[config.mk]
export PLATFORM = sky130hd
export DESIGN_NAME = pixel_budget_render_cache_flat
export DESIGN_NICKNAME = d
export VERILOG_FILES = /design/src/sv/pbrc_pkg.sv /design/src/sv/pbrc_req_if.sv /design/src/sv/pbrc_rsp_if.sv /design/src/sv/pixel_budget_render_cache.sv /design/src/flat_wrapper.sv
export SDC_FILE = /design/constraint.sdc
export NUM_CORES = 2
export LEC_CHECK = 0
export BUFFER_PORTS_ARGS = -buffer_cell sky130_fd_sc_hd__buf_2
export CAP_MARGIN = 10
export CORE_UTILIZATION = 45
export CTS_CLUSTER_SIZE = 25
export DETAILED_ROUTE_END_ITERATION = 8
export GPL_TIMING_DRIVEN = 0
export RECOVER_POWER = 100
export SYNTH_ARGS = -nofsm -noshare
export SYNTH_HDL_FRONTEND = slang
export SYNTH_SLANG_ARGS = --single-unit
[constraint.sdc]
create_clock -name clock -period 11.85 [get_ports clock]
set_input_delay 2.9625 -clock clock [delete_from_list [all_inputs] [get_ports clock]]
set_output_delay 2.9625 -clock clock [all_outputs]
set_load 0.005 [all_outputs]
[src/sv/pbrc_pkg.sv]
`default_nettype none

package pbrc_pkg;

   localparam int DEPTH       = 16;
   localparam int DIM_BITS    = 12;
   localparam int SLOT_BITS   = $clog2(DEPTH);
   localparam int SKIN_BITS   = 8;
   localparam int PORT_DIM_W  = 12;
   localparam int SLOT_OUT_W  = 4;
   localparam int BUDGET_BITS = 26;
   localparam int KEY_BITS    = SKIN_BITS + 2 * DIM_BITS;
   localparam int AREA_BITS   = 2 * DIM_BITS;
   localparam int SUM_BITS    = AREA_BITS + $clog2(DEPTH + 1);
   // wide enough for the running sum and for the budget it is compared with
   localparam int TOTAL_BITS  = (SUM_BITS > BUDGET_BITS) ? SUM_BITS : BUDGET_BITS;

   localparam logic [BUDGET_BITS-1:0] BUDGET_RESET = BUDGET_BITS'(16 * 1024 * 1024);
   localparam logic [SLOT_BITS-1:0]   LAST_SLOT    = SLOT_BITS'(DEPTH - 1);

   typedef enum logic [2:0] {
      KIND_HIT    = 3'd0,
      KIND_INSERT = 3'd1,
      KIND_EVICT  = 3'd2,
      KIND_FLUSH  = 3'd3,
      KIND_FULL   = 3'd4
   } kind_type;

   typedef enum logic [2:0] {
      ST_IDLE,
      ST_LOOK,
      ST_CHECK,
      ST_OLD,
      ST_EVICT,
      ST_FREE,
      ST_FLUSH
   } state_type;

   // port dimension field into the key's dimension width
   function automatic logic [DIM_BITS-1:0] fit_dim(input logic [PORT_DIM_W-1:0] d);
      logic [DIM_BITS+PORT_DIM_W-1:0] t;
      t = (DIM_BITS + PORT_DIM_W)'(d);
      return t[DIM_BITS-1:0];
   endfunction

   // low bits of a slot index for the result field
   function automatic logic [SLOT_OUT_W-1:0] slot_out(input logic [SLOT_BITS-1:0] s);
      logic [SLOT_BITS+SLOT_OUT_W-1:0] t;
      t = (SLOT_BITS + SLOT_OUT_W)'(s);
      return t[SLOT_OUT_W-1:0];
   endfunction

endpackage

`default_nettype wire

[src/sv/pbrc_req_if.sv]
`default_nettype none

interface pbrc_req_if;
   logic        valid;
   logic        ready;
   logic        cmd;
   logic [7:0]  skin_id;
   logic [11:0] width;
   logic [11:0] height;
   logic [31:0] now_ms;

   modport source (output valid, cmd, skin_id, width, height, now_ms, input ready);
   modport sink   (input valid, cmd, skin_id, width, height, now_ms, output ready);
endinterface

`default_nettype wire

[src/sv/pbrc_rsp_if.sv]
`default_nettype none

interface pbrc_rsp_if;
   logic       valid;
   logic       ready;
   logic [2:0] kind;
   logic [3:0] slot;
   logic       last;

   modport source (output valid, kind, slot, last, input ready);
   modport sink   (input valid, kind, slot, last, output ready);
endinterface

`default_nettype wire

[src/sv/pixel_budget_render_cache.sv]
`default_nettype none

// Render cache tag table: 16 slots keyed by {skin, height, width}, each with an
// insert stamp. A lookup either hits (one transaction, kind HIT) or misses; on a
// miss the cached areas plus the new area are summed, and while the sum is over
// the csr budget the valid entry with the oldest stamp strictly below now_ms is
// evicted (one EVICT transaction each, lowest slot on ties), then the lowest free
// slot is filled (INSERT) or FULL is reported with slot 0. A flush sends one
// FLUSH transaction per valid slot, none for an empty table. The final
// transaction of each request has last set. Timing: the request channel is
// ready only between requests; one area multiplier and one stamp comparator
// walk the slots one per cycle. A hit ends the match walk at the hit slot; a
// miss runs the whole match walk and a budget check, then per eviction the
// 16-slot oldest scan, the eviction and the budget check, plus one more scan
// and eviction step when the sum is still over budget and that final scan
// finds nothing older than now_ms, then the fill. A flush walks all slots.
// Any cycle that would emit a transaction stalls while the result register
// is full and not being read. Budget writes are meant for idle periods only.
module pixel_budget_render_cache
   import pbrc_pkg::*;
(
   input  wire logic                   clock,
   input  wire logic                   reset,
   pbrc_req_if.sink                    req_chan,
   pbrc_rsp_if.source                  rsp_chan,
   input  wire logic                   csr_wr_en,
   input  wire logic [BUDGET_BITS-1:0] csr_wr_data
);

   // sequencer state
   state_type               state_ff, state_in;
   logic [SLOT_BITS-1:0]    idx_ff, idx_in;
   logic [KEY_BITS-1:0]     key_ff, key_in;
   logic [31:0]             now_ff, now_in;
   logic [TOTAL_BITS-1:0]   total_ff, total_in;
   logic [31:0]             oldest_ff, oldest_in;
   logic [SLOT_BITS-1:0]    best_ff, best_in;
   logic [AREA_BITS-1:0]    best_area_ff, best_area_in;
   logic                    found_ff, found_in;
   logic [DEPTH-1:0]        valid_ff, valid_in;
   logic [BUDGET_BITS-1:0]  budget_ff;

   // tag store, written on fill only
   logic [KEY_BITS-1:0]     key_mem [DEPTH];
   logic [31:0]             stamp_mem [DEPTH];
   logic                    wr_en;
   logic [SLOT_BITS-1:0]    wr_slot;

   // result register
   logic                    rsp_valid_ff, rsp_valid_in;
   kind_type                kind_ff;
   logic [SLOT_OUT_W-1:0]   slot_ff;
   logic                    last_ff;
   logic                    out_free;
   logic                    emit_en;
   kind_type                emit_kind;
   logic [SLOT_BITS-1:0]    emit_slot;
   logic                    emit_last;

   // shared area multiplier and slot scan taps
   logic [KEY_BITS-1:0]     mul_key;
   logic [AREA_BITS-1:0]    mul_prod;
   logic [KEY_BITS-1:0]     scan_key;
   logic [31:0]             scan_stamp;
   logic                    scan_valid;
   logic [DEPTH-1:0]        valid_above;
   logic                    free_any;
   logic [SLOT_BITS-1:0]    free_slot;
   logic                    over_budget;

   assign req_chan.ready = (state_ff == ST_IDLE);
   assign out_free       = !rsp_valid_ff || rsp_chan.ready;

   assign scan_key   = key_mem[idx_ff];
   assign scan_stamp = stamp_mem[idx_ff];
   assign scan_valid = valid_ff[idx_ff];

   // the accepted request's area while idle, else the scanned slot's area
   always_comb begin
      if (state_ff == ST_IDLE) begin
         mul_key = {req_chan.skin_id, fit_dim(req_chan.height), fit_dim(req_chan.width)};
      end else begin
         mul_key = scan_key;
      end
   end
   assign mul_prod = AREA_BITS'(mul_key[DIM_BITS-1:0]) *
                     AREA_BITS'(mul_key[2*DIM_BITS-1:DIM_BITS]);

   assign over_budget = total_ff > TOTAL_BITS'(budget_ff);

   // valid slots above the scan position, for last on flush
   assign valid_above = (valid_ff >> idx_ff) >> 1;

   // lowest free slot
   always_comb begin
      free_any  = 1'b0;
      free_slot = '0;
      for (int i = DEPTH - 1; i >= 0; i--) begin
         if (!valid_ff[i]) begin
            free_any  = 1'b1;
            free_slot = SLOT_BITS'(i);
         end
      end
   end

   always_comb begin
      state_in     = state_ff;
      idx_in       = idx_ff;
      key_in       = key_ff;
      now_in       = now_ff;
      total_in     = total_ff;
      oldest_in    = oldest_ff;
      best_in      = best_ff;
      best_area_in = best_area_ff;
      found_in     = found_ff;
      valid_in     = valid_ff;
      emit_en      = 1'b0;
      emit_kind    = KIND_HIT;
      emit_slot    = idx_ff;
      emit_last    = 1'b0;
      wr_en        = 1'b0;
      wr_slot      = free_slot;

      unique case (state_ff)
         ST_IDLE: begin
            if (req_chan.valid) begin
               key_in   = mul_key;
               now_in   = req_chan.now_ms;
               idx_in   = '0;
               total_in = TOTAL_BITS'(mul_prod);
               state_in = req_chan.cmd ? ST_FLUSH : ST_LOOK;
            end
         end

         // key match and area sum in one pass
         ST_LOOK: begin
            if (scan_valid && scan_key == key_ff) begin
               if (out_free) begin
                  emit_en   = 1'b1;
                  emit_kind = KIND_HIT;
                  emit_last = 1'b1;
                  state_in  = ST_IDLE;
               end
            end else begin
               if (scan_valid) begin
                  total_in = total_ff + TOTAL_BITS'(mul_prod);
               end
               idx_in = idx_ff + SLOT_BITS'(1);
               if (idx_ff == LAST_SLOT) begin
                  state_in = ST_CHECK;
               end
            end
         end

         ST_CHECK: begin
            idx_in    = '0;
            oldest_in = now_ff;
            found_in  = 1'b0;
            state_in  = over_budget ? ST_OLD : ST_FREE;
         end

         // oldest stamp strictly below now; strict compare keeps the lowest slot on ties
         ST_OLD: begin
            if (scan_valid && scan_stamp < oldest_ff) begin
               oldest_in    = scan_stamp;
               best_in      = idx_ff;
               best_area_in = mul_prod;
               found_in     = 1'b1;
            end
            idx_in = idx_ff + SLOT_BITS'(1);
            if (idx_ff == LAST_SLOT) begin
               state_in = ST_EVICT;
            end
         end

         ST_EVICT: begin
            if (!found_ff) begin
               state_in = ST_FREE;
            end else if (out_free) begin
               emit_en           = 1'b1;
               emit_kind         = KIND_EVICT;
               emit_slot         = best_ff;
               valid_in[best_ff] = 1'b0;
               total_in          = total_ff - TOTAL_BITS'(best_area_ff);
               state_in          = ST_CHECK;
            end
         end

         ST_FREE: begin
            if (out_free) begin
               emit_en   = 1'b1;
               emit_last = 1'b1;
               state_in  = ST_IDLE;
               if (free_any) begin
                  emit_kind           = KIND_INSERT;
                  emit_slot           = free_slot;
                  valid_in[free_slot] = 1'b1;
                  wr_en               = 1'b1;
               end else begin
                  emit_kind = KIND_FULL;
                  emit_slot = '0;
               end
            end
         end

         ST_FLUSH: begin
            if (!scan_valid || out_free) begin
               if (scan_valid) begin
                  emit_en          = 1'b1;
                  emit_kind        = KIND_FLUSH;
                  emit_last        = (valid_above == '0);
                  valid_in[idx_ff] = 1'b0;
               end
               idx_in = idx_ff + SLOT_BITS'(1);
               if (idx_ff == LAST_SLOT) begin
                  state_in = ST_IDLE;
               end
            end
         end

         default: begin
            state_in = ST_IDLE;
         end
      endcase
   end

   always_comb begin
      if (emit_en) begin
         rsp_valid_in = 1'b1;
      end else if (rsp_chan.ready) begin
         rsp_valid_in = 1'b0;
      end else begin
         rsp_valid_in = rsp_valid_ff;
      end
   end

   always_ff @(posedge clock) begin
      if (reset) begin
         state_ff     <= ST_IDLE;
         valid_ff     <= '0;
         rsp_valid_ff <= 1'b0;
         budget_ff    <= BUDGET_RESET;
      end else begin
         state_ff     <= state_in;
         valid_ff     <= valid_in;
         rsp_valid_ff <= rsp_valid_in;
         if (csr_wr_en) begin
            budget_ff <= csr_wr_data;
         end
      end
   end

   always_ff @(posedge clock) begin
      idx_ff       <= idx_in;
      key_ff       <= key_in;
      now_ff       <= now_in;
      total_ff     <= total_in;
      oldest_ff    <= oldest_in;
      best_ff      <= best_in;
      best_area_ff <= best_area_in;
      found_ff     <= found_in;
      if (emit_en) begin
         kind_ff <= emit_kind;
         slot_ff <= slot_out(emit_slot);
         last_ff <= emit_last;
      end
   end

   always_ff @(posedge clock) begin
      if (wr_en) begin
         key_mem[wr_slot]   <= key_ff;
         stamp_mem[wr_slot] <= now_ff;
      end
   end

   assign rsp_chan.valid = rsp_valid_ff;
   assign rsp_chan.kind  = kind_ff;
   assign rsp_chan.slot  = slot_ff;
   assign rsp_chan.last  = last_ff;

endmodule

`default_nettype wire

[src/flat_wrapper.sv]
// flat-port wrapper written by rule: the top's interface ports become plain ports
module pixel_budget_render_cache_flat import pbrc_pkg::*;
  (clock, reset, csr_wr_en, csr_wr_data, req_chan_valid, req_chan_cmd, req_chan_skin_id, req_chan_width, req_chan_height, req_chan_now_ms, req_chan_ready, rsp_chan_valid, rsp_chan_kind, rsp_chan_slot, rsp_chan_last, rsp_chan_ready);
  pbrc_req_if req_chan_i ();
  pbrc_rsp_if rsp_chan_i ();
  input  wire logic clock;
  input  wire logic reset;
  input  wire logic csr_wr_en;
  input  wire logic [BUDGET_BITS-1:0] csr_wr_data;
  input wire logic [$bits(req_chan_i.valid)-1:0] req_chan_valid;
  input wire logic [$bits(req_chan_i.cmd)-1:0] req_chan_cmd;
  input wire logic [$bits(req_chan_i.skin_id)-1:0] req_chan_skin_id;
  input wire logic [$bits(req_chan_i.width)-1:0] req_chan_width;
  input wire logic [$bits(req_chan_i.height)-1:0] req_chan_height;
  input wire logic [$bits(req_chan_i.now_ms)-1:0] req_chan_now_ms;
  output wire logic [$bits(req_chan_i.ready)-1:0] req_chan_ready;
  output wire logic [$bits(rsp_chan_i.valid)-1:0] rsp_chan_valid;
  output wire logic [$bits(rsp_chan_i.kind)-1:0] rsp_chan_kind;
  output wire logic [$bits(rsp_chan_i.slot)-1:0] rsp_chan_slot;
  output wire logic [$bits(rsp_chan_i.last)-1:0] rsp_chan_last;
  input wire logic [$bits(rsp_chan_i.ready)-1:0] rsp_chan_ready;
  assign req_chan_i.valid = req_chan_valid;
  assign req_chan_i.cmd = req_chan_cmd;
  assign req_chan_i.skin_id = req_chan_skin_id;
  assign req_chan_i.width = req_chan_width;
  assign req_chan_i.height = req_chan_height;
  assign req_chan_i.now_ms = req_chan_now_ms;
  assign req_chan_ready = req_chan_i.ready;
  assign rsp_chan_valid = rsp_chan_i.valid;
  assign rsp_chan_kind = rsp_chan_i.kind;
  assign rsp_chan_slot = rsp_chan_i.slot;
  assign rsp_chan_last = rsp_chan_i.last;
  assign rsp_chan_i.ready = rsp_chan_ready;
  pixel_budget_render_cache u_core (.clock(clock), .reset(reset), .req_chan(req_chan_i), .rsp_chan(rsp_chan_i), .csr_wr_en(csr_wr_en), .csr_wr_data(csr_wr_data));
endmodule
==> results by stage <==
Hold path:
- The launch point of the worst hold path is u_core.budget_ff[14].
- The tightest min-delay check is of the flip-flop to flip-flop type.

Global routing:
- The met3 usage is 0.03561.
- The number of antenna violations at the first check in global routing was 3.
- The via count of the first global-routing pass is ~33000.
- For met2 alone, demand over resource in global routing was 0.3726.
- For this run the aggregate overflow at the end of global routing stands at 0.
- The most utilized layer in the global route result is met2.
- The global-route wire length before repair is 225100 um.
- The met1 routing resource usage after global routing is 0.3451.
- The largest net degree at the start of global routing is 42.
- The global routing usage summed across all routing layers is 0.2379.

Job:
- Max-cap violations in this run came to 51.

STA:
- The count of pins over their slew limit is 944.
- The number of hold-slack violations in the final timing report came to 0.
- In the finished design, the share of the clock period the worst path needs comes to 0.9571.
- The final critical delay including setup and external delays is 11340 ps.
- The maximum clock skew at final layout is 56.37 ps.
- The actual slew at the worst max-slew pin is around 3600 ps.
- Measured against its own limit, the worst slew margin works out to -1.390.
- The achievable frequency is 0.08817 GHz.
- Setup violations remaining at the end of the flow were counted as 0.

Clocking:
- After clock tree synthesis, the clock-pin slew on the worst setup and hold paths is 60 ps.
- The number of clock buffers added by TritonCTS is 134.
- The H-tree was split into 4 levels.
- The clock root buffer is sky130_fd_sc_hd__clkbuf_16.
- The clock passes through at most 3 buffers.
- For this design, the CTS-stage hold fixing added 0 buffers.
- The sink count of the clock tree is 1240.
- The CTS tree is built.
- The insertion delay to the later sink of the worst-skew pair is 790 ps.

Routing:
- Dividing the detail-routed via count by the number of cells gives 5.886.
- After detailed routing, the number of remaining DRC violations is 0.
- The average routed wire per standard cell is between 20 and 30 um.
- The final route contains 33440 vias.
- The detail route stage leaves a number of antenna-violating nets equal to 0.
- The first TritonRoute pass finished after 6 iterations.
- The total wire length is roughly 150000 um.
- The number of design-rule violations left by the first detailed-router iteration is approximately 3900.

Placement:
- Buffers placed on the I/O ports in this run total 103.
- Routability-driven placement finished with a final weighted congestion of 0.9049.
- The instance area after placement is approximately 0.062 mm^2.
- After legalization and detailed placement, the total HPWL measured between 100000 and 150000 um.

Synth:
- Summing every instance area after synthesis gives slightly below 0.06 mm^2.
- For this run, the register share of the synthesized area comes to 0.6349.
- The synthesized area per cell is 16.02 um^2.
- The netlist uses between 100 and 150 different library cells.
- The async set or reset register ratio after synthesis is 0.
- During synthesis, Yosys emitted a total of 0 warnings.
- Among all flip-flop cells after synthesis, the most frequent one is sky130_fd_sc_hd__edfxtp_1.
- The net count after synthesis is ~4000.
- The number of standard cells after synthesis is 3613.
- In this run, synthesis inferred 1190 flip-flops with an integrated enable.
- The post-synthesis register bit count is between 1000 and 1500.

Final layout:
- The finished cells cover between 0.06 and 0.07 mm^2.
- For this run, the post-layout net count is 4258.
- The area growth from synthesis to layout is 12.55%.
- Of the cells placed in the final design, the portion with a size suffix greater than 1 is 0.1720.
- The count of filler cells inserted in the layout is 10610.

Run status:
- The run finished, with violations left.
- The final reports fail on capacitance limit, slew limit.

Floorplanning:
- In this run the vertical extent of the chip is 360.6 um.
- The area of the die is 0.1300 mm^2.
- From left edge to right edge, the die measures about 360 um.
- The count of pins on the block boundary is 106.
- The initial core utilization is 0.4538.
- The core region is approximately 0.13 mm^2.
- The count of standard-cell rows is between 100 and 150.

Worst setup path:
- The critical path in this run is classified as input port to flip-flop.
- STA puts the critical path data required time at 12480 ps.
- The first element of the critical path is req_chan_width[0].
- The maximum fanout count along the critical path is 10.
- The critical path's slowest cell is sky130_fd_sc_hd__nor2_1.
- The nature of the critical path startpoint is an input port.
- The worst endpoint data arrival time is 11970 ps.
- The largest single stage delay on the critical path is 650 ps.
- Grouping stages by cell kind, the critical path spends the most delay in simple AND/OR/NAND/NOR gates.
- The buffer and inverter count on the worst path is 6.
- By instance count, the cell type seen most on the critical path is sky130_fd_sc_hd__fa_1.
- The worst setup path is captured at a flip-flop.
path summary, 6_finish.rpt:
check / cells after the start / endpoint / slack (ps)
setup / recovery: 35 / u_core.total_ff[25] / 510
hold / removal: 2 / u_core.budget_ff[14] / 500
hold reg to reg: 2 / u_core.budget_ff[14] / 500
setup reg to reg: 40 / u_core.total_ff[26] / 530
per-layer routing:
metal  wire length [um]  vias up
li1                   -    14560
met1              66870    17270
met2              72020     1368
met3              11230      235
met4               3925        0
met5                  0        -
registers in the layout (all words and copies together) (netlist names), 24 cells and up, named ones only:
name,count
u_core.oldest_ff,32
u_core.key_ff,32
u_core.stamp_mem,512
u_core.best_area_ff,24
u_core.key_mem,512
u_core.total_ff,29
u_core.now_ff,32
u_core.budget_ff,26
final cells by class:
type	instances	area, um^2	area share
Antenna cell	1	2.502	0.00003842
Buffer	154	862.1	0.01324
Clock buffer	168	3552	0.05454
Clock inverter	76	853.3	0.01310
Inverter	246	925.9	0.01422
Multi-Input combinational cell	1968	19340	0.2970
Sequential cell	1240	36740	0.5641
Tap cell	1662	2079	0.03193
Timing Repair Buffer	165	774.5	0.01189
worst min-delay path, cell delays in order, from the launching register on:
cell,delay [ps]
sky130_fd_sc_hd__dfxtp_1,320
sky130_fd_sc_hd__mux2i_1,60
sky130_fd_sc_hd__nor2_1,80
Yosys cell counts (all sizes together), types with 6 or more instances:
cell type  instances  area, um^2
a2111oi            8       101.4
a211o              8       70.07
a211oi            12       102.6
a21o              41       307.8
a21oi             96       480.5
a221oi             7       61.31
a22oi             18       135.1
a31o               6       52.55
a31oi             28       175.2
a41oi              6       52.55
and2              30       187.7
and3              14       87.58
and4               7       62.56
buf               82       583.1
clkbuf            77       289.0
dfxtp             50        1001
edfxtp          1190       35730
fa               101        2022
ha               152        1902
inv              242       910.9
mux2              61       698.2
mux2i            109        1116
mux4             278        6299
nand2            262       986.0
nand2b            19       126.4
nand3             47       235.2
nand3b             7       52.55
nand4             25       175.2
nor2             191       726.9
nor2b             42       262.8
nor3              45       241.5
nor3b              7       52.55
nor4              14       112.6
o2111ai           10       87.58
o211ai            17       127.6
o21a              16       120.1
o21ai             89       449.2
o21bai            11       82.58
o311ai             6       52.55
o31ai             14       110.1
or2                7       43.80
or3               10       63.81
xnor2             44       385.4
xor2              38       332.8
cell families after synthesis:
kind of cell,count (synthesis),share of synthesized area
adders and majority gates,253,0.06781
xor gates and xnor gates,82,0.01241
muxes,448,0.1402
and+or+nand+nor,743,0.06160
AOI/OAI and AO/OA,442,0.05205
DFF,1240,0.6349
buffers and inverters,405,0.03107
metrics by stage:
stage	hold WS (ps)	util	setup TNS (ps)	setup slack [ps]	cells
2_1_floorplan	460.4	-	0	1311	3613
3_3_place_gp	476.7	0.4741	-10040	-1188	5378
3_5_place_dp	488.2	0.4847	-8530	-1100	5435
4_1_cts	501.2	0.5193	0	137.5	5676
5_1_grt	517.0	0.5107	-59.28	-53.02	5679
6_report	499.1	0.5107	0	508.1	5680
repair_timing:
item	in CTS	in global routing
setup buffers	0	2
setup endpoints to repair	14	9
endpoints found under the hold margin	0	0
pin swaps	0	0
gates resized for setup	7	15
placed cells by master (no fill, tap or decap), drive strengths merged, types with 62 or more instances in the layout:
cell type / instances
a21oi: 96
buf: 151
clkbuf: 335
clkinv: 62
edfxtp: 1190
fa: 101
ha: 152
inv: 247
mux2i: 109
mux4: 278
nand2: 262
nor2: 191
o21ai: 89
Power is left out: the tool's default activity adds up to more than one toggle a clock period on the data nets, which glitch-free logic cannot reach.
